## src/hdl/arpc_pkg.sv

```systemverilog
// ============================================================================
// arpc_pkg: shared types and codes for the ARP responder with cache
// Probe and write words passed along the cache cell row, protocol codes and
// result status codes.
// ============================================================================
package arpc_pkg;

    // default number of cache slots; slot numbers fit in SLOT_W bits
    localparam int ENTRIES_DEF = 16;
    localparam int SLOT_W      = 8;

    // item kinds carried in the input tuser
    localparam logic [1:0] OP_RECV   = 2'd0;
    localparam logic [1:0] OP_LOOKUP = 2'd1;
    localparam logic [1:0] OP_UPDATE = 2'd2;

    // ARP header codes
    localparam logic [15:0] HW_ETHERNET = 16'h0001;
    localparam logic [15:0] PROTO_IPV4  = 16'h0800;
    localparam logic [15:0] OPC_REQUEST = 16'h0001;
    localparam logic [15:0] OPC_REPLY   = 16'h0002;

    // result status codes
    localparam logic [3:0] ST_BAD_HW    = 4'd0;
    localparam logic [3:0] ST_BAD_PROTO = 4'd1;
    localparam logic [3:0] ST_REPLIED   = 4'd2;
    localparam logic [3:0] ST_LEARNED   = 4'd3;
    localparam logic [3:0] ST_BAD_OPC   = 4'd4;
    localparam logic [3:0] ST_HIT       = 4'd5;
    localparam logic [3:0] ST_MISS      = 4'd6;
    localparam logic [3:0] ST_UPDATED   = 4'd7;
    localparam logic [3:0] ST_FULL      = 4'd8;

    // configuration register indexes (paddr[3])
    localparam logic REG_OWN_MAC = 1'b0;
    localparam logic REG_OWN_IP  = 1'b1;

    // search word walking down the cell row
    typedef struct packed {
        logic              valid;
        logic [31:0]       ip;
        logic              hit;
        logic [SLOT_W-1:0] hit_slot;
        logic [47:0]       hit_mac;
        logic              free;
        logic [SLOT_W-1:0] free_slot;
    } t_probe;

    // slot write broadcast to every cell
    typedef struct packed {
        logic              en;
        logic [SLOT_W-1:0] slot;
        logic [31:0]       ip;
        logic [47:0]       mac;
    } t_wr;

endpackage

```

## src/hdl/arp_responder_with_cache_unit.sv

```systemverilog
// ============================================================================
// arp_responder_with_cache_unit: ARP responder with an IPv4-to-MAC cache
// Checks ARP headers, learns sender pairs, answers requests, and serves
// lookups and updates on a row of ENTRIES cache cells.
// ============================================================================
// Usage:
//   Input words arrive on the s-side stream: tuser is the item kind
//   (received header, lookup, update), tdata carries the header fields.
//   Each word gives exactly one result word on the m-side stream (kind 3 is
//   dropped with no result). own_mac and own_ip are set over the APB port at
//   byte addresses 0 and 8, by the user while the block is idle (not enforced).
//   One word is handled at a time. A search word walks the cell row one cell
//   per cycle, and the next word is accepted once the result of the last one
//   is loaded into the output register.
//   A finished result waits in the output register; the next word is still
//   accepted and searched, and its result waits for the register to free.
//   Reset clears every valid mark of the cache at once and the registers
//   own_mac and own_ip.
// ============================================================================
module arp_responder_with_cache_unit #(
    parameter int ENTRIES = arpc_pkg::ENTRIES_DEF
) (
    input  logic          i_clk,
    input  logic          i_rst_n,
    // input stream
    input  logic          i_s_tvalid,
    output logic          o_s_tready,
    // tdata: hw_type[15:0], proto_type[31:16], arp_opcode[47:32],
    //        sender_mac[95:48], sender_ip[127:96]
    input  logic [127:0]  i_s_tdata,
    // tuser: operation[1:0]
    input  logic [1:0]    i_s_tuser,
    // result stream
    output logic          o_m_tvalid,
    input  logic          i_m_tready,
    // tdata: reply_dest_mac[47:0], reply_dest_ip[79:48], reply_src_mac[127:80],
    //        reply_src_ip[159:128], reply_opcode[175:160], found_mac[223:176],
    //        entry_slot[227:224], zero fill[231:228]
    output logic [231:0]  o_m_tdata,
    // tuser: status[3:0], send_reply[4]
    output logic [4:0]    o_m_tuser,
    // configuration port
    input  logic          psel,
    input  logic          penable,
    input  logic          pwrite,
    input  logic [3:0]    paddr,
    input  logic [63:0]   pwdata,
    output logic [63:0]   prdata,
    output logic          pready
);
    import arpc_pkg::*;

    typedef enum logic [1:0] {
        S_IDLE,
        S_SCAN,
        S_FINISH
    } t_state;

    t_state        r_state;
    logic [47:0]   r_own_mac;
    logic [31:0]   r_own_ip;
    logic [1:0]    r_op;
    logic [15:0]   r_hw;
    logic [15:0]   r_proto;
    logic [15:0]   r_opc;
    logic [47:0]   r_mac;
    logic [31:0]   r_ip;
    t_probe        r_res;
    logic          r_m_valid;
    logic [231:0]  r_m_data;
    logic [4:0]    r_m_user;

    t_probe        w_probe [0:ENTRIES];
    t_probe        w_probe_head;
    t_wr           w_wr;
    logic          w_accept;
    logic          w_launch;
    logic          w_done;
    logic          w_learn_do;
    logic          w_learn_ok;
    logic [SLOT_W-1:0] w_learn_slot;
    logic [3:0]    n_status;
    logic          n_send;
    logic [47:0]   n_found;
    logic [3:0]    n_slot;
    logic [231:0]  n_m_data;

    // configuration access
    assign pready = 1'b1;
    assign prdata = (paddr[3] == REG_OWN_IP) ? {32'd0, r_own_ip} : {16'd0, r_own_mac};

    always_ff @(posedge i_clk) begin
        if (!i_rst_n) begin
            r_own_mac <= 48'd0;
            r_own_ip  <= 32'd0;
        end else if (psel && penable && pwrite) begin
            if (paddr[3] == REG_OWN_MAC) begin
                r_own_mac <= pwdata[47:0];
            end else begin
                r_own_ip  <= pwdata[31:0];
            end
        end
    end

    // input handshake and search launch into the first cell
    assign o_s_tready = (r_state == S_IDLE);
    assign w_accept   = i_s_tvalid && o_s_tready;
    assign w_launch   = w_accept && (i_s_tuser == OP_RECV || i_s_tuser == OP_LOOKUP
                                     || i_s_tuser == OP_UPDATE);

    always_comb begin
        w_probe_head       = '0;
        w_probe_head.valid = w_launch;
        w_probe_head.ip    = i_s_tdata[127:96];
    end

    assign w_probe[0] = w_probe_head;

    // cache cell row
    for (genvar g = 0; g < ENTRIES; g++) begin : g_cell
        arpc_cell #(
            .ID (g)
        ) u_cell (
            .i_clk   (i_clk),
            .i_rst_n (i_rst_n),
            .i_probe (w_probe[g]),
            .i_wr    (w_wr),
            .o_probe (w_probe[g+1])
        );
    end

    // result decision from the finished search
    assign w_done       = (r_state == S_FINISH) && (!r_m_valid || i_m_tready);
    assign w_learn_ok   = r_res.hit || r_res.free;
    assign w_learn_slot = r_res.hit ? r_res.hit_slot : r_res.free_slot;

    always_comb begin
        n_status   = ST_MISS;
        n_send     = 1'b0;
        n_found    = 48'd0;
        n_slot     = 4'd0;
        w_learn_do = 1'b0;
        case (r_op)
            OP_RECV: begin
                if (r_hw != HW_ETHERNET) begin
                    n_status = ST_BAD_HW;
                end else if (r_proto != PROTO_IPV4) begin
                    n_status = ST_BAD_PROTO;
                end else begin
                    w_learn_do = 1'b1;
                    if (r_opc == OPC_REQUEST) begin
                        n_send   = 1'b1;
                        n_status = ST_REPLIED;
                    end else if (r_opc == OPC_REPLY) begin
                        n_status = ST_LEARNED;
                    end else begin
                        n_status = ST_BAD_OPC;
                    end
                    if (!w_learn_ok) begin
                        n_status = ST_FULL;
                    end else begin
                        n_slot = w_learn_slot[3:0];
                    end
                end
            end
            OP_LOOKUP: begin
                if (r_res.hit) begin
                    n_status = ST_HIT;
                    n_found  = r_res.hit_mac;
                    n_slot   = r_res.hit_slot[3:0];
                end else begin
                    n_status = ST_MISS;
                end
            end
            default: begin
                w_learn_do = 1'b1;
                if (w_learn_ok) begin
                    n_status = ST_UPDATED;
                    n_slot   = w_learn_slot[3:0];
                end else begin
                    n_status = ST_FULL;
                end
            end
        endcase
    end

    // broadcast the slot write as the result is loaded
    always_comb begin
        w_wr.en   = w_done && w_learn_do && w_learn_ok;
        w_wr.slot = w_learn_slot;
        w_wr.ip   = r_ip;
        w_wr.mac  = r_mac;
    end

    // pack the result word; reply fields stay zero when nothing is sent
    always_comb begin
        n_m_data = '0;
        if (n_send) begin
            n_m_data[47:0]    = r_mac;
            n_m_data[79:48]   = r_ip;
            n_m_data[127:80]  = r_own_mac;
            n_m_data[159:128] = r_own_ip;
            n_m_data[175:160] = OPC_REPLY;
        end
        n_m_data[223:176] = n_found;
        n_m_data[227:224] = n_slot;
    end

    // sequence one word through search and result, hold the output register
    always_ff @(posedge i_clk) begin
        if (!i_rst_n) begin
            r_state   <= S_IDLE;
            r_m_valid <= 1'b0;
        end else begin
            if (w_done) begin
                r_m_valid <= 1'b1;
            end else if (i_m_tready) begin
                r_m_valid <= 1'b0;
            end
            unique case (r_state)
                S_IDLE: begin
                    if (w_launch) begin
                        r_state <= S_SCAN;
                    end
                end
                S_SCAN: begin
                    if (w_probe[ENTRIES].valid) begin
                        r_state <= S_FINISH;
                    end
                end
                S_FINISH: begin
                    if (w_done) begin
                        r_state <= S_IDLE;
                    end
                end
                default: begin
                    r_state <= S_IDLE;
                end
            endcase
        end
        if (w_accept) begin
            r_op    <= i_s_tuser;
            r_hw    <= i_s_tdata[15:0];
            r_proto <= i_s_tdata[31:16];
            r_opc   <= i_s_tdata[47:32];
            r_mac   <= i_s_tdata[95:48];
            r_ip    <= i_s_tdata[127:96];
        end
        if (r_state == S_SCAN && w_probe[ENTRIES].valid) begin
            r_res <= w_probe[ENTRIES];
        end
        if (w_done) begin
            r_m_data <= n_m_data;
            r_m_user <= {n_send, n_status};
        end
    end

    assign o_m_tvalid = r_m_valid;
    assign o_m_tdata  = r_m_data;
    assign o_m_tuser  = r_m_user;

endmodule

```

## src/hdl/arpc_cell.sv

```systemverilog
// ============================================================================
// arpc_cell: one cache slot of the ARP cache row
// Holds one IP/MAC pair with its valid mark, updates the passing search word
// with the first hit and the first free slot, and registers it for the next
// cell.
// ============================================================================
module arpc_cell #(
    parameter int ID = 0
) (
    input  logic            i_clk,
    input  logic            i_rst_n,
    input  arpc_pkg::t_probe i_probe,
    input  arpc_pkg::t_wr    i_wr,
    output arpc_pkg::t_probe o_probe
);
    import arpc_pkg::*;

    localparam logic [SLOT_W-1:0] ID_BITS = SLOT_W'(ID);

    logic        r_valid;
    logic [31:0] r_ip;
    logic [47:0] r_mac;
    t_probe      r_probe;
    t_probe      n_probe;

    // mark the first matching slot and the first free slot
    always_comb begin
        n_probe = i_probe;
        if (!i_probe.hit && r_valid && (r_ip == i_probe.ip)) begin
            n_probe.hit      = 1'b1;
            n_probe.hit_slot = ID_BITS;
            n_probe.hit_mac  = r_mac;
        end
        if (!i_probe.free && !r_valid) begin
            n_probe.free      = 1'b1;
            n_probe.free_slot = ID_BITS;
        end
    end

    // hold the slot contents, take broadcast writes for this slot
    always_ff @(posedge i_clk) begin
        if (!i_rst_n) begin
            r_valid <= 1'b0;
        end else if (i_wr.en && (i_wr.slot == ID_BITS)) begin
            r_valid <= 1'b1;
        end
        if (i_wr.en && (i_wr.slot == ID_BITS)) begin
            r_ip  <= i_wr.ip;
            r_mac <= i_wr.mac;
        end
    end

    // advance the search word to the next cell
    always_ff @(posedge i_clk) begin
        if (!i_rst_n) begin
            r_probe.valid <= 1'b0;
        end else begin
            r_probe.valid <= n_probe.valid;
        end
        r_probe.ip        <= n_probe.ip;
        r_probe.hit       <= n_probe.hit;
        r_probe.hit_slot  <= n_probe.hit_slot;
        r_probe.hit_mac   <= n_probe.hit_mac;
        r_probe.free      <= n_probe.free;
        r_probe.free_slot <= n_probe.free_slot;
    end

    assign o_probe = r_probe;

endmodule
```

## config.mk

```make
export PLATFORM = sky130hd
export DESIGN_NAME = arp_responder_with_cache_unit
export DESIGN_NICKNAME = d
export VERILOG_FILES = /design/src/hdl/arpc_pkg.sv /design/src/hdl/arp_responder_with_cache_unit.sv /design/src/hdl/arpc_cell.sv
export SDC_FILE = /design/constraint.sdc
export NUM_CORES = 2
export LEC_CHECK = 0
export CORE_ASPECT_RATIO = 1.75
export CORE_UTILIZATION = 45
export CTS_CLUSTER_DIAMETER = 40
export DETAILED_ROUTE_END_ITERATION = 10
export DONT_BUFFER_PORTS = 1
export RECOVER_POWER = 100
export SYNTH_ARGS = -nofsm -noshare
export SYNTH_HDL_FRONTEND = slang
export SYNTH_SLANG_ARGS = --single-unit
```

## constraint.sdc

```tcl
create_clock -name i_clk -period 14.07 [get_ports i_clk]
set_input_delay 2.1105 -clock i_clk [delete_from_list [all_inputs] [get_ports i_clk]]
set_output_delay 2.1105 -clock i_clk [all_outputs]
set_load 0.02 [all_outputs]
```

-- Word level (Yosys, flattened, before mapping)
Index checks and enable logic that the tools add are counted.
- flip-flop bits (word level): 3360
- input port bits: 205
- output and inout port bits: 304
- logic and storage cells: 397
- equality and inequality tests: 43
- multiplexer cells: 46
- bitwise operators: 1
- reduce and logical (&&, ||, !) cells: 129
- operators with widths (kind ; number):
    two-way mux 48 bit ; 16
    equality test 32 bit ; 16
    two-way mux 162 bit ; 1
    logical AND 1 bit ; 70
    equality test 8 x 4 -> 1 bit (second input constant) ; 8
    two-way mux 57 bit ; 1
    zero test 1 bit ; 46
    equality test 8 x 3 -> 1 bit (second input constant) ; 4
    two-way mux 4 bit ; 8
    equality test 16 x 1 -> 1 bit (second input constant) ; 1
    equality test 16 x 2 -> 1 bit (second input constant) ; 1
    equality test 8 x 2 -> 1 bit (second input constant) ; 2
    inequality test 16 x 1 -> 1 bit (second input constant) ; 1
    inequality test 16 x 12 -> 1 bit (second input constant) ; 1
    case mux 4 bit (2 select lines) ; 2
    two-way mux 9 bit ; 1
    equality test 8 x 1 -> 1 bit (second input constant) ; 1
    zero test 8 bit ; 1
    two-way mux 1 bit ; 8
    two-way mux 2 bit ; 4
    two-way mux 8 bit ; 1
    equality test 2 x 1 -> 1 bit (second input constant) ; 3
    zero test 2 bit ; 3
    two-way mux 3 bit ; 2
    10 further kinds ; 17

-- Depth between registers and ports, before layout
- word-level depth: 7
- mapped depth: 8
- gate-level depth less buffers: 5

-- Modules after synthesis
Synthesis repeated with hierarchy kept, for this count alone.
- cells, all modules: 6278
- area, all modules: 109138.4 um^2
- modules (own cells, without submodules) (module ; times used ; cells an instance ; area each (um^2) ; seq. area each (um^2)):
    arpc_cell at g_cell[10].u_cell ... ; 5 ; 306 ; 5637.9 ; 4404.2
    arpc_cell at g_cell[11].u_cell ... ; 4 ; 307 ; 5637.9 ; 4404.2
    arpc_cell at g_cell[1].u_cell ... ; 4 ; 306 ; 5635.4 ; 4404.2
    arp_responder_with_cache_unit ; 1 ; 1377 ; 18950.7 ; 14063.5
    arpc_cell at g_cell[15].u_cell ; 1 ; 306 ; 5636.7 ; 4404.2
    arpc_cell at g_cell[3].u_cell ; 1 ; 307 ; 5635.4 ; 4404.2
    arpc_cell at g_cell[0].u_cell ; 1 ; 306 ; 5632.9 ; 4404.2

-- Worst setup path after synthesis
Ideal clock, no wire load.
- path kind: input to register
- start point: input i_m_tready
- end point: register r_m_data[0] (netlist: o_m_tdata[0]) (enable)
- library setup time: 823 ps
- data arrival time: 11761 ps
- required time: 13247 ps
- path slack: 1487 ps
- cell stages on the path: 2
- cell sequence: nand2b_1 > nor2b_1
- word-level cells in the longest chain between the ends: 2
- ends and longest elaborated chain (element ; RTL line ; RTL):
    start: declaration ; arp_responder_with_cache_unit.sv:35 ; input logic i_m_tready,
    logical OR 1 bit ; arp_responder_with_cache_unit.sv:133 ; assign w_done = (r_state == S_FINISH) && (!r_m_valid || i_m_tready);
    logical AND 1 bit ; arp_responder_with_cache_unit.sv:133 ;
    via w_done ; arp_responder_with_cache_unit.sv:78 ; logic w_done;
    end signal: assignment ; arp_responder_with_cache_unit.sv:253 ; r_m_data <= n_m_data;
    end: declaration ; arp_responder_with_cache_unit.sv:70 ; logic [231:0] r_m_data;
The timed path passes the listed nets, and every way through them passes these cells.
A chain may end at the register's enable or synchronous reset.

-- Final worst setup path
- start point: register r_hw[10]
- end point: register g_cell[1].u_cell.r_ip[29] (enable)
- word-level cells in the longest chain between the ends: 6
- ends and longest elaborated chain (element ; RTL line ; RTL):
    start: declaration ; arp_responder_with_cache_unit.sv:63 ; logic [15:0] r_hw;
    start signal: assignment ; arp_responder_with_cache_unit.sv:243 ; r_hw <= i_s_tdata[15:0];
    inequality test 16 x 1 -> 1 bit ; arp_responder_with_cache_unit.sv:145 ; if (r_hw != HW_ETHERNET) begin
    two-way mux 1 bit ; arp_responder_with_cache_unit.sv:145 ;
    case mux 1 bit (2 select lines) ; arp_responder_with_cache_unit.sv:143 ; case (r_op)
    logical AND 1 bit (2 in a row) ; arp_responder_with_cache_unit.sv:189 ; w_wr.en = w_done && w_learn_do && w_learn_ok;
    logical AND 1 bit ; arpc_cell.sv:47 ; if (i_wr.en && (i_wr.slot == ID_BITS)) begin
    end signal: assignment ; arpc_cell.sv:48 ; r_ip <= i_wr.ip;
    end: declaration ; arpc_cell.sv:21 ; logic [31:0] r_ip;
No other way between the ends.

==> results.cfg <==
[run_status]
status = complete, but fails checks
failed_checks = max-capacitance violations, max-slew violations

[synthesis]
async_flop_share = 0
yosysWarnings = 0
syn_inst = 5676
yosys.cell_types.count = 52
ys_seq_elements = 3178
synth_edf_count = 1685
synth_top_area_share = 0.5037
ys_top_cells_by_count = 1685 x edfxtp_1, 1493 x dfxtp_1, 707 x mux2_2
ys.flop_type = edfxtp_1
yosysMostFrequentCell = edfxtp_1
yosysTopAreaCell = edfxtp_1
seq_area_frac_synth = 0.8013
syn_area_mm2 = 0.1004
avgSynthCellArea_um2 = 17.70
synth.area.top_cells = edfxtp_1 50%, dfxtp_1 30%, mux2_2 7.9%

[clocking]
cts_resized = 0
clkTransAtPathRegs_ns = 0.06
cts_buffer_depth = 4
root_buffer = clkbuf_16
cts_tree = built
cts.sinks = 3178
holdBufCountCts = 0
post_cts_buffers = 0
htree_levels = 5
cts_buffers = 285
clk_latency_ns = 0.86

[setup_path]
cp.arrival_ns = 9.24
critPathMaxFanout = 43
critPathKind = reg -> reg
start_kind = register
worstSetupEndpointType = register
cp_data_required_time_ns = 14.42
r2r_setup_slack_ns = 5.18

[sta]
grt_setup_unrepaired = false
finalSetupViolCount = 0
drv_slew = 3062
clock_skew_ns = 0.07340
holdWs_ns = 0.3233
fmax_mhz = 112.5
final_hold_viol_count = 0
setup_tns_ns = 0
maxSlewHeadroom = -2.081
tightest_slew_ns = 4.621
period_minus_slack_ns = 8.889
finalCritPeriodShare = 0.6318

[global_routing]
grt_max_degree = 121
antenna_found_initial = 27
grt_usage = 0.1973
grt-ovfl-total = 0
grt_pass1_vias = 47150
grt_pass1_wl_um = 320300

[finish]
nFillCells = 17940
drive_gt1_frac = 0.1946
area_growth_pct = 12.46
nets = 6084

[die]
rows = 229
die_y_um = 627
core_area_mm2 = 0.2221
die_w_um = 359.1
start_util = 0.4523
num_io_pins = 509
die_area_mm2 = 0.2252

[place]
place_congestion = 0.8453
post-dp-hpwl_um = 140600
portBuffers = 0

[power_and_ir_drop]
vdd.ir_drop.worst_uv = 104.8
p_leak_nw = 40.71
total_power_mw = 18.09
p_per_area_mw_per_mm2 = 160.1

[drt]
routedWlPerCell_um = 24.96
first_pass_iters = 5
first_iter_violations = 2885
drc = 0
ant_nets = 0
viasPerCell = 5.056
vias = 45500
postRouteWirelength_um = 224600

[worst_hold_path]
hold_path.class = reg -> reg

[job]
max_cap_viol_count = 83
## power by group
| part | internal, mW | total, mW | switching (mW) |
|---|---|---|---|
| Combinational | 0.0527 | 0.174 | 0.122 |
| Clock | 4.57 | 7.89 | 3.32 |
| Sequential | 9.87 | 10.0 | 0.154 |
## through the flow
stage | cells | util | setup slack (ns) | area, um2
floorplan | 5710 | - | 1.487 | 100600
global placement | 8479 | 0.4675 | 8.872 | 103800
detailed placement | 8479 | 0.4675 | 8.843 | 103800
CTS | 8993 | 0.5107 | 9.433 | 113400
global route | 8994 | 0.5086 | 4.754 | 112900
finish | 8999 | 0.5087 | 5.181 | 113000
## layer usage
| layer | GRT usage | wire length [um] | vias to the layer above |
|---|---|---|---|
| met4 | 0.07817 | 9492 | 6 |
| met2 | 0.3747 | 121700 | 1165 |
| met1 | 0.2129 | 81620 | 23210 |
| met5 | 0 | 42 | - |
| li1 | - | - | 20720 |
| met3 | 0.03826 | 11730 | 401 |
## state kept, by name, indices dropped and copies added, names as in the netlist
register	cells
g_cell.u_cell.o_probe	1394
g_cell.u_cell.r_ip	512
g_cell.u_cell.r_mac	768
g_cell.u_cell.r_valid	16
o_m_tdata	213
o_m_tuser	4
o_m_tvalid	1
r_hw	16
r_ip	32
r_mac	48
r_op	2
r_opc	16
r_own_ip	32
r_own_mac	48
r_proto	16
r_res	58
r_state	2
## final timing paths
kind                                                     from                       endpoint  cells after the start
worst min-delay path            g_cell[11].u_cell.o_probe[93]  g_cell[12].u_cell.o_probe[93]                      0
worst min register to register  g_cell[11].u_cell.o_probe[93]  g_cell[12].u_cell.o_probe[93]                      0
worst max-delay path                                 r_hw[10]      g_cell[1].u_cell.r_ip[29]                      8
worst max register to register                       r_hw[10]      g_cell[1].u_cell.r_ip[29]                      8
## layout make-up
cell class                 count  area [um2]  area share
antenna                        6       15.01   0.0001329
clock buffer                 414        8483     0.07510
clock inverter               100        1109    0.009814
inverter                      15       56.30   0.0004984
multi-input combinational   2317       18870      0.1671
sequential                  3178       80490      0.7125
tap                         2887        3612     0.03198
timing repair buffer          82       326.6    0.002891
## critical path, stage by stage (launching register included)
cell	delay [ns]
edfxtp_1	0.36
nor4_1	0.36
nand4_1	0.34
clkbuf_1	0.46
nor2_1	1.14
o211ai_1	0.60
nor2_4	0.25
clkbuf_1	2.41
clkbuf_1	2.41
## cell usage in the layout (no fill, tap or decap), drive strengths merged, types with 109 or more instances in the layout
cell	Yosys	routed
and2	113	113
and3	161	161
clkbuf	64	491
dfxtp	1493	1493
edfxtp	1685	1685
mux2	752	752
nand2	201	201
nor4	109	109
xor2	417	417
## logic make-up after synthesis
group	Yosys count	synth area share
buf+inv	215	0.01234
xor+xnor	504	0.04395
other cells	2	0.00007477
mux	752	0.08431
simple gates	893	0.05077
compound gates	132	0.007262
flops	3178	0.8013
(Power assumes the default switching activity.)
